$ cat config.mk
export PLATFORM = sky130hd
export DESIGN_NAME = gpco_ram
export DESIGN_NICKNAME = d
export VERILOG_FILES = /design/src/rtl/gpco_ram.sv
export SDC_FILE = /design/constraint.sdc
export NUM_CORES = 1
export LEC_CHECK = 0
export BUFFER_PORTS_ARGS = -buffer_cell sky130_fd_sc_hd__buf_2
export CAP_MARGIN = 10
export CORE_UTILIZATION = 55
export CTS_BUF_LIST = sky130_fd_sc_hd__clkbuf_16
export CTS_CLUSTER_SIZE = 25
export DETAILED_ROUTE_END_ITERATION = 8
export HOLD_SLACK_MARGIN = 0.08
export PLACE_DENSITY = 0.71
export SYNTH_ARGS = -nofsm -noshare
export SYNTH_HDL_FRONTEND = slang
export SYNTH_SLANG_ARGS = --single-unit
$ cat constraint.sdc
create_clock -name clk -period 4.5 [get_ports clk]
set_input_delay 0.225 -clock clk [delete_from_list [all_inputs] [get_ports clk]]
set_output_delay 0.225 -clock clk [all_outputs]
set_load 0.01 [all_outputs]
$ cat src/rtl/gpco_ram.sv
module gpco_ram #(
  parameter int unsigned WIDTH = 8,
  parameter int unsigned DEPTH = 64
) (
  input  logic                     clk,
  input  logic                     we,
  input  logic [$clog2(DEPTH)-1:0] waddr,
  input  logic [WIDTH-1:0]         wdata,
  input  logic [$clog2(DEPTH)-1:0] raddr,
  output logic [WIDTH-1:0]         rdata
);

  logic [WIDTH-1:0] mem [DEPTH];

  always_ff @(posedge clk) begin
    if (we) begin
      mem[waddr] <= wdata;
    end
    rdata <= mem[raddr];
  end

endmodule

Yosys cells after proc, flatten, opt, wreduce, memory -nomap -nowiden
Memories as Yosys holds them, arrays and structs flattened. A register that Yosys moved wholly into a read port is not among the register bits.
Index checks and enable logic that the tools add are counted.
{"block": "word_totals", "in_bits": 22, "wordCells": 3, "mem_count": 1, "ramBits": 512, "regBits": 0, "out_inout_bits": 8}
{"block": "classes", "n_mux": 2}
{"name": "mem", "depth": 64, "width": 8, "read_ports": 1, "rd_ports_with_merged_regs": 1, "wr": 1, "line": "13", "source": "logic [WIDTH-1:0] mem [DEPTH];"}
{"operator": "$mux W1", "n": 2}

Longest topological paths before layout
{"block": "logic_depth", "ltp_word": 2, "ltp_mapped": 9, "mapped_depth_nobuf": 5}

Worst setup path after synthesis
No wires, ideal clock.
{"block": "synth_timing", "path_kind": "input to register", "start": "in raddr[1]", "end": "reg rdata[3], read port of mem", "arrival_ns": 1.765, "path_slack_ns": 2.607, "stages": 7, "required_time_ns": 4.372, "path_buffers": 3, "setup_ns": 0.128, "path_cell_list": "buf_4 -> buf_2 -> buf_2 -> mux4_2 -> mux4_2 -> o21ai_1 -> o41ai_1"}
{"item": "from (decl)", "line": "9", "source": "input logic [$clog2(DEPTH)-1:0] raddr,"}
{"item": "to (decl)", "line": "10", "source": "output logic [WIDTH-1:0] rdata"}

==> impl_metrics.json <==
{
  "hpwl_microns": 25300,
  "rows": 69,
  "cts_made_buffers": 50,
  "finalHoldViolCount": 0,
  "cts_resized": 0,
  "slew_headroom": 0.169,
  "gp_congestion": 0.829,
  "p_clk_frac": 0.401,
  "syn_avg_cell_area_sq_um": 21.5,
  "yosysMostFrequentCell": "edfxtp_1",
  "clk_pin_slew_ns": 0.06,
  "critPathLaunchType": "input port",
  "grt_pass1_vias": 9629,
  "p_switching_w": 0.00202,
  "dp.cells": 1393,
  "async_flop_share": 0,
  "status": "finished, final reports clean",
  "viasPerCell": 6.51,
  "min_to": "mem[49][7]",
  "r2r_slack_ns": 2.32,
  "finalSetupViolCount": 0,
  "drtAntennaViolNets": 0,
  "regToRegStartpoint": "mem[47][0]",
  "synth_area_sq_mm": 0.0202,
  "ys_top_cells_by_area": "edfxtp_1 (76%), mux4_2 (14%), nor2_1 (1.5%)",
  "ios": 30,
  "ys_ff_latch": 520,
  "overflow": 0,
  "combPwrFrac": 0.049,
  "tightest_slew_ns": 1.25,
  "cts_max_path_buffers": 3,
  "antenna_cells": 0,
  "sequentialPowerShare": 0.551,
  "area_growth_pct": 10.4,
  "portBuffers": 29,
  "hold_start": "waddr[2]",
  "syn_inst": 940,
  "swShare": 0.206,
  "rr_endpoint": "rdata[0]",
  "die_area_sq_mm": 0.0374,
  "ir_worst_vdd_uv": 323,
  "syn-num-nets": 962,
  "layout-drive-gt1-share": 0.241,
  "first_pass_iters": 5,
  "crit_path_end_kind": "flip-flop",
  "p_leak_nw": 6.96,
  "cp_max_fo": 63,
  "root_buffer": "clkbuf_16",
  "cp_data_required_time_ns": 4.92,
  "wl_per_cell_microns": 29.1,
  "htreeDepth": 2,
  "fin_cells": 1486,
  "yosysUniqueCellTypes": 40,
  "nets": 1007,
  "antenna_found_initial": 5,
  "final.setup_skew_ns": 0.0123,
  "yosysTopAreaCellShare": 0.762,
  "drtIter0Drc": 1168,
  "slew_viol_final": 0,
  "rsz0062_at_grt": "false",
  "timing.final.crit_share": 0.533,
  "die_h_microns": 193,
  "vias": 9676,
  "cts.sinks": 520,
  "drc": 0,
  "die_x_microns": 193,
  "worstHoldPathType": "input port to flip-flop",
  "period_needed_ns": 2.40,
  "grt_use_total": 0.237,
  "multi_input_area_sq_mm": 0.00432,
  "fmax_mhz": 417,
  "ff_latch_area_sq_mm": 0.0155,
  "synth-seq-area-share": 0.770,
  "finalPower_w": 0.00978,
  "maxCapViolCount": 0,
  "grt_max_degree": 65,
  "synth-edff-count": 512,
  "cellPowerDensity_mw_per_mm2": 439,
  "synth_area_leader_cell": "edfxtp_1",
  "critPathArrivalTime_ns": 2.81,
  "p_int_w": 0.00777,
  "start_util": 0.563,
  "wl_microns": 43200,
  "core_area_sq_mm": 0.0358,
  "worstHoldPathCells": 2,
  "synth_commonest_cells": "edfxtp_1 (512), mux4_2 (126), nor2_1 (83)",
  "yosysWarnings": 0,
  "setup-tns-final_ns": 0,
  "grt_pass1_wl_microns": 64100,
  "cts_tree": "built",
  "r2r_cells": 4,
  "insertion_delay_ns": 0.56,
  "fillers": 2368,
  "synth_ff_type": "edfxtp_1",
  "critical_path_class": "input port to flip-flop"
}
routing by layer:
layer / up-vias / track usage / routed length (microns)
li1: 4025 / - / -
met1: 5106 / 0.349 / 17800
met2: 446 / 0.365 / 20600
met3: 91 / 0.0406 / 3570
met4: 8 / 0.0782 / 1200
met5: - / 0 / 40
metrics by stage:
stage          instance area, sq um  hold slack (ns)  setup slack [ns]   util
2_1_floorplan                 20200            0.324              2.61      -
3_3_place_gp                  20700            0.657              1.46  0.578
3_5_place_dp                  20700            0.655              1.46  0.578
4_1_cts                       22300            0.144              2.07  0.621
5_1_grt                       22300            0.175              1.96  0.621
6_report                      22300            0.173              2.10  0.621
flip-flops by register name, summed over array words and instances (netlist names):
register and flops:
mem 512, rdata 8
critical path, stage by stage:
cell and delay (ns):
clkbuf_8 0.59, buf_12 0.25, buf_4 0.35, mux2_2 0.40
a221oi_1 0.76, o2bb2ai_1 0.14
logic make-up after synthesis:
group,synth area share
flip-flops,0.770
multiplexers,0.159
AND/OR/NAND/NOR,0.0339
AO/OA/AOI/OAI,0.0207
buffers and inverters,0.0157
power groups by stage:
| stage | combinational [W] | sequential [W] | clock [W] |
|---|---|---|---|
| 3_5_place_dp | 0.000478 | 0.00549 | 0 |
| 5_1_grt | 0.000504 | 0.00538 | 0.00416 |
| 3_3_place_gp | 0.000468 | 0.00548 | 0 |
| 6_report | 0.000476 | 0.00538 | 0.00392 |
| 4_1_cts | 0.000480 | 0.00538 | 0.00396 |
| 2_1_floorplan | 0.000286 | 0.00548 | 0 |
placed cells by master, fill, tap and decap left out, types with 3 or more instances in the layout:
cell type and count:
dfxtp_1 8, inv_1 14, mux2i_1 23, buf_2 26
nor3_1 7, o22ai_1 8, a21oi_1 3, edfxtp_1 512
nor2_1 83, o2111ai_1 3, nand3_1 13, clkbuf_16 53
a221oi_1 6, mux2_2 13, nand2_1 19, clkinv_2 7
o221ai_1 8, nand2b_1 7, mux4_2 126, nor2b_1 14
nand3b_1 3, a211oi_1 4, o2bb2ai_1 3, a22oi_1 3
buf_4 14, clkinv_1 15
layout make-up:
| class | instances | area share |
|---|---|---|
| Sequential cell | 520 | 0.698 |
| Multi-Input combinational cell | 369 | 0.194 |
| Clock buffer | 53 | 0.0596 |
| Tap cell | 461 | 0.0259 |
| Timing Repair Buffer | 44 | 0.0134 |
| Clock inverter | 39 | 0.00950 |
how the worst max path moves through the flow:
stage	slack, ns	depth (start not counted)	endpoint	startpoint
floorplan	2.61	7	rdata[3]	raddr[1]
global placement	1.46	6	rdata[0]	raddr[0]
detailed placement	1.46	7	rdata[1]	raddr[0]
CTS	2.07	7	rdata[1]	raddr[0]
global route	1.96	7	rdata[1]	raddr[0]
finish	2.10	6	rdata[0]	raddr[0]
timing repair:
item,in CTS,in global routing
endpoints found under the setup margin,0,0
hold endpoints to repair,3,0
buffers inserted,0,0
hold buffers,1,0
Power figures use the tool's default switching activity.
