===== src/rtl/gpco_pkg.sv =====
package gpco_pkg;

  localparam int unsigned MaxSegmentsDefault = 64;
  localparam int unsigned CoordBitsDefault   = 32;
  localparam int unsigned PointBits          = 32;
  localparam int unsigned DistBits           = 2 * PointBits + 1;
  localparam int unsigned RoleBits           = 4;
  localparam int unsigned IndexBits          = 6;
  localparam int unsigned ResultCap          = 64;
  localparam int unsigned ResultCountBits    = 7;
  localparam int unsigned CfgIndexBits       = 3;
  localparam int unsigned CfgDataBits        = 32;

  typedef enum logic [CfgIndexBits-1:0] {
    REG_START_X          = 3'd0,
    REG_START_Y          = 3'd1,
    REG_START_FROM_FIRST = 3'd2,
    REG_FORBID_REVERSE   = 3'd3,
    REG_ROLE_FILTER      = 3'd4,
    REG_KEEP_ORDER       = 3'd5
  } reg_index_t;

endpackage


===== src/rtl/gpco_dist.sv =====
module gpco_dist (
  input  logic                                  clk,
  input  logic                                  rst,
  input  logic                                  start,
  input  logic signed [gpco_pkg::PointBits-1:0] ax,
  input  logic signed [gpco_pkg::PointBits-1:0] ay,
  input  logic signed [gpco_pkg::PointBits-1:0] bx,
  input  logic signed [gpco_pkg::PointBits-1:0] by,
  output logic                                  done,
  output logic [gpco_pkg::DistBits-1:0]         sq_dist
);

  localparam int unsigned PW = gpco_pkg::PointBits;

  typedef enum logic [1:0] {D_IDLE, D_SQX, D_SQY, D_SUM} dstate_t;

  dstate_t         state;
  logic [PW-1:0]   dx;
  logic [PW-1:0]   dy;
  logic [2*PW-1:0] sqx;
  logic [2*PW-1:0] sqy;
  logic [PW:0]     diff_x;
  logic [PW:0]     diff_y;
  logic [PW:0]     abs_x;
  logic [PW:0]     abs_y;
  logic [PW-1:0]   mul_op;
  logic [2*PW-1:0] prod;

  assign diff_x = {ax[PW-1], ax} - {bx[PW-1], bx};
  assign diff_y = {ay[PW-1], ay} - {by[PW-1], by};
  assign abs_x  = diff_x[PW] ? -diff_x : diff_x;
  assign abs_y  = diff_y[PW] ? -diff_y : diff_y;
  assign mul_op = (state == D_SQX) ? dx : dy;
  assign prod   = (2*PW)'(mul_op) * (2*PW)'(mul_op);

  always_ff @(posedge clk) begin
    if (rst) begin
      state <= D_IDLE;
      done  <= 1'b0;
    end else begin
      done <= 1'b0;
      unique case (state)
        D_IDLE: begin
          if (start) begin
            dx    <= abs_x[PW-1:0];
            dy    <= abs_y[PW-1:0];
            state <= D_SQX;
          end
        end
        D_SQX: begin
          sqx   <= prod;
          state <= D_SQY;
        end
        D_SQY: begin
          sqy   <= prod;
          state <= D_SUM;
        end
        D_SUM: begin
          sq_dist <= {1'b0, sqx} + {1'b0, sqy};
          done    <= 1'b1;
          state   <= D_IDLE;
        end
        default: state <= D_IDLE;
      endcase
    end
  end

endmodule


===== config.mk =====
export PLATFORM = sky130hd
export DESIGN_NAME = gpco_dist
export DESIGN_NICKNAME = d
export VERILOG_FILES = /design/src/rtl/gpco_pkg.sv /design/src/rtl/gpco_dist.sv
export SDC_FILE = /design/constraint.sdc
export NUM_CORES = 2
export LEC_CHECK = 0
export ABC_AREA = 0
export BUFFER_PORTS_ARGS = -buffer_cell sky130_fd_sc_hd__buf_4
export CAP_MARGIN = 20
export CORE_MARGIN = 5
export CORE_UTILIZATION = 50
export DETAILED_ROUTE_END_ITERATION = 8
export GPL_TIMING_DRIVEN = 0
export PLACE_DENSITY = 0.74
export SLEW_MARGIN = 40
export SYNTH_ARGS = -nofsm -noshare
export SYNTH_HDL_FRONTEND = slang
export SYNTH_SLANG_ARGS = --single-unit

===== constraint.sdc =====
create_clock -name clk -period 14.9 [get_ports clk]
set_input_delay 3.725 -clock clk [delete_from_list [all_inputs] [get_ports clk]]
set_output_delay 3.725 -clock clk [all_outputs]
set_load 0.01 [all_outputs]

# Word level (Yosys, flattened, before mapping)
# Cells that the tools add are included.
# totals
reg_bits	260
input_bits	131
out_inout_bits	66
# classes
addsub	5
mul	1
n_eq_ne	4
mux	6
bitwise_logic	1
reduce_logical	5
# op_table
op	count
$mux 32	3
$sub 32x32->33	2
$add 64x64->65	1
$mul 32x32->64	1
$neg 32->32	2
$pmux 2 s4	1
$reduce_and 2->1	3
$eq 2x2->1 const B	2
$reduce_and 3->1	1
$eq 2x1->1 const B	1
$logic_not 2->1	1
$mux 2	1
$ne 2x2->1 const B	1
$mux 1	1
$not 1->1	1

# Logic depth before layout (Yosys ltp)
# depth
ltp_word	3
ltp_mapped	36
depth_no_buf	34

# Least setup slack after synthesis
# No wires, ideal clock.
# synth_path
path_kind	reg-to-reg
startpoint	register state[1]
endpoint	register sqx[59] (data pin)
setup_time_ns	0.191
arrival_ns	9.143
required_ns	14.709
path_slack_ns	5.566
path_stages_with_launch	30
period_less_slack_ns	9.334
path_cell_list	dfxtp_1 -> inv_1 -> ha_1 -> clkbuf_1 -> clkbuf_1 -> mux2_2 -> inv_1 -> buf_1 -> nor2_1 -> fa_1 -> fa_1 -> inv_1 -> fa_1 -> fa_1 -> inv_1 -> fa_1 -> fa_1 -> fa_1 -> fa_1 -> ha_1 -> clkbuf_1 -> and3_1 -> nand4_1 -> a2111oi_0 -> nor3_1 -> o31ai_1 -> a31oi_1 -> o41ai_1 -> nor4_1 -> a311oi_1
# synth_via
elab_chain_len	3
# synth_lines
item	line_no	source
from (decl)	gpco_dist.sv:17	dstate_t state;
from (signal assigned)	gpco_dist.sv:38	state <= D_IDLE;
from (signal assigned)	gpco_dist.sv:47	state <= D_SQX;
from (signal assigned)	gpco_dist.sv:52	state <= D_SQY;
$eq 2x1->1	gpco_dist.sv:33	assign mul_op = (state == D_SQX) ? dx : dy;
$mux 32	gpco_dist.sv:33	
$mul 32x32->64	gpco_dist.sv:34	assign prod = (2*PW)'(mul_op) * (2*PW)'(mul_op);
named net prod[59]	gpco_dist.sv:27	logic [2*PW-1:0] prod;
to (signal assigned)	gpco_dist.sv:51	sqx <= prod;
to (decl)	gpco_dist.sv:20	logic [2*PW-1:0] sqx;
# The timed path passes the listed nets, and every way through them passes these cells.
# A chain may end at the register's enable or synchronous reset.

# Worst setup path in the final report
# Ends and elaborated chain as after synthesis.

==> metrics.txt <==
run status=complete, no violations; drt first pass iters=5; Cell Rows=110; FF-to-FF path depth=28; post-route antenna net violation count=0; Post-synth EDFFs=255; synth-to-layout area growth=9.47%; ys flop type=edfxtp_1; GPL Wtd Cong=1.02; All-Layer GR Usage=27.4%; f_max=0.0809 GHz; share of cells above drive strength 1=7.56%; Synth top cells by count=1,106 x inv_1, 795 x fa_1, 420 x ha_1, 371 x nor2_1, 341 x nand2_1; top-count cell post-synth=inv_1; top post-synthesis cells by area=fa_1 35%, edfxtp_1 17%, ha_1 12%, inv_1 9.2%, xnor2_1 3.2%; port buffer count=196; Mean Syn Cell Area=9.67 sq um; CTS buffer count=26; Synth Instances=4,654; clk_lat worst skew=0.58 ns; Worst Hold Class=flip-flop to flip-flop; wire per inst=21.4 um; Critical R2R Launch=state[1]; post-synth top area cell=fa_1; Synth Cell Area=0.0450 sq mm; R2R Setup Slk=2.54 ns; Yosys top cell area share=35.4%; final number of setup-violating endpoints=0; pin count of the biggest net entering global routing=24; final core occ=55.0%; CP most frequent cell=fa_1; Die Wd=310 um; initial detailed-routing violation count=2,886; Synth cell types=89; RSZ-0062 raised after global routing=false; setup bufs post-CTS=0; share of synthesized registers carrying an async set or reset=0%; synth warn=0; count of pins over their slew limit=0; nature of the critical path endpoint=flip-flop; Placed Area=0.0483 sq mm; Total Nets Final=6,237; final design area excluding fillers=0.0492 sq mm; Post-DP HPWL=109,000 um; Initial Utilization=50.2%; Slew headroom=34.5%; worst clock skew=0.0588 ns; clk slew on worst S/H paths=0.06 ns; TritonCTS Sinks=258; core area=0.0896 sq mm; number of fill cells in the layout=7,993; Residual DRC=0; critical setup path kind=flip-flop to flip-flop; final setup TNS=0 ns; hold bufs inserted after CTS=0; H-tree level count=1; Critical Path Slowest Stage Cell=clkbuf_1; Die Ht=310 um; crit-path max FO=10; final period utilization=82.9%; vias in the first global route=35,265; die area=0.0961 sq mm; Worst path max stage delay=0.76 ns; CTS tree=yes; Setup crit end=sqx[59]; total grt overflow=0; via count=33,432; Worst Setup SP=state[1]; register area share after synthesis=17.2%; number of vias per cell=5.49; first-pass GRT wire length=201,000 um; post-CTS sizing=0; maxcap violations=0; final worst path period need=12.36 ns; Ports=197; CP Launch Type=flip-flop; initial antenna violation count=1; register bit count reported by yosys=258; hold violation total from the final report=0; Worst EP arrival=12.70 ns; Worst Tran Pin Value=0.982 ns; Bufs on Longest Clock Path=3; reg2reg end=sqx[59]; clock root cell=clkbuf_16; syn nets=6,000; Worst EP required=15.24 ns; final wirelength=131,000 um
## through the flow
stage / hold WS, ns / instances / worst slack, ns
final: 0.541 / 6089 / 2.54
after floorplan: 0.513 / 4654 / 5.57
after detailed placement: 0.533 / 6038 / 2.63
after global placement: 0.527 / 6026 / 2.09
after CTS: 0.548 / 6085 / 2.58
after global routing: 0.572 / 6086 / 2.30
## worst max-delay path: cells and delay by family, from the launching register on
family | cells | cell delay (ns)
and+or+nand+nor | 5 | 0.94
AOI/OAI and AO/OA | 5 | 2.59
buffers and inverters | 8 | 3.04
adders and majority gates | 9 | 4.46
muxes | 1 | 0.68
DFF | 1 | 0.34
## registers in the layout, indices dropped and copies added, names as in the netlist
name	cells
done	1
sq_dist	65
sqy	63
sqx	63
state	2
dy	32
dx	32
## worst min-delay path by stage
stage | from | endpoint | slack, ns | depth (start not counted)
4_1_cts | sqy[0] | sq_dist[0] | 0.55 | 1
2_1_floorplan | sqy[0] | sq_dist[0] | 0.51 | 1
3_3_place_gp | sqy[0] | sq_dist[0] | 0.53 | 1
6_report | sqy[0] | sq_dist[0] | 0.54 | 1
5_1_grt | sqy[0] | sq_dist[1] | 0.57 | 1
3_5_place_dp | sqy[0] | sq_dist[0] | 0.53 | 1
## per-layer routing
layer	global-route usage (%)	part of all wire, %	wire length (um)
met2	44.3	46	59500
met4	11.2	5.2	6770
met1	35.6	39	50900
met5	0	0	0
met3	7.01	10	13300
## layout by cell type, fill, tap and decap left out, types with 33 or more instances in the layout
| cell type | count |
|---|---|
| inv_1 | 1106 |
| fa_1 | 795 |
| ha_1 | 420 |
| nor2_1 | 370 |
| nand2_1 | 341 |
| edfxtp_1 | 255 |
| buf_4 | 197 |
| a21oi_1 | 189 |
| xnor2_1 | 165 |
| a21o_1 | 137 |
| xor2_1 | 100 |
| o21ai_0 | 97 |
| clkbuf_1 | 82 |
| nand3_1 | 46 |
| clkbuf_2 | 42 |
| nor3_1 | 38 |
| o21bai_1 | 33 |
## kinds of logic (layout without fill, tap and decap cells)
family	Yosys count	count (layout)	synth area share, %
compound gates	655	655	9.66
xor+xnor	265	265	5.16
fa+ha+maj	1215	1215	47.1
buf+inv	1246	1502	10.4
flops	258	258	17.2
mux	43	43	1.01
other cells	0	3	0
simple gates	972	972	9.55
## area by class of cell
class / count / area [sq um] / share of cell area (%)
tap: 1176 / 1470 / 2.99
clock inverter: 17 / 206 / 0.419
timing repair buffer: 209 / 1730 / 3.52
inverter: 1114 / 4180 / 8.49
antenna: 3 / 7.51 / 0.0152
clock buffer: 30 / 666 / 1.35
buffer: 132 / 558 / 1.13
sequential: 258 / 7720 / 15.7
multi-input combinational: 3150 / 32700 / 66.4
Power is left out: the tool's default activity adds up to more than one toggle a clock period on the data nets, which glitch-free logic cannot reach.
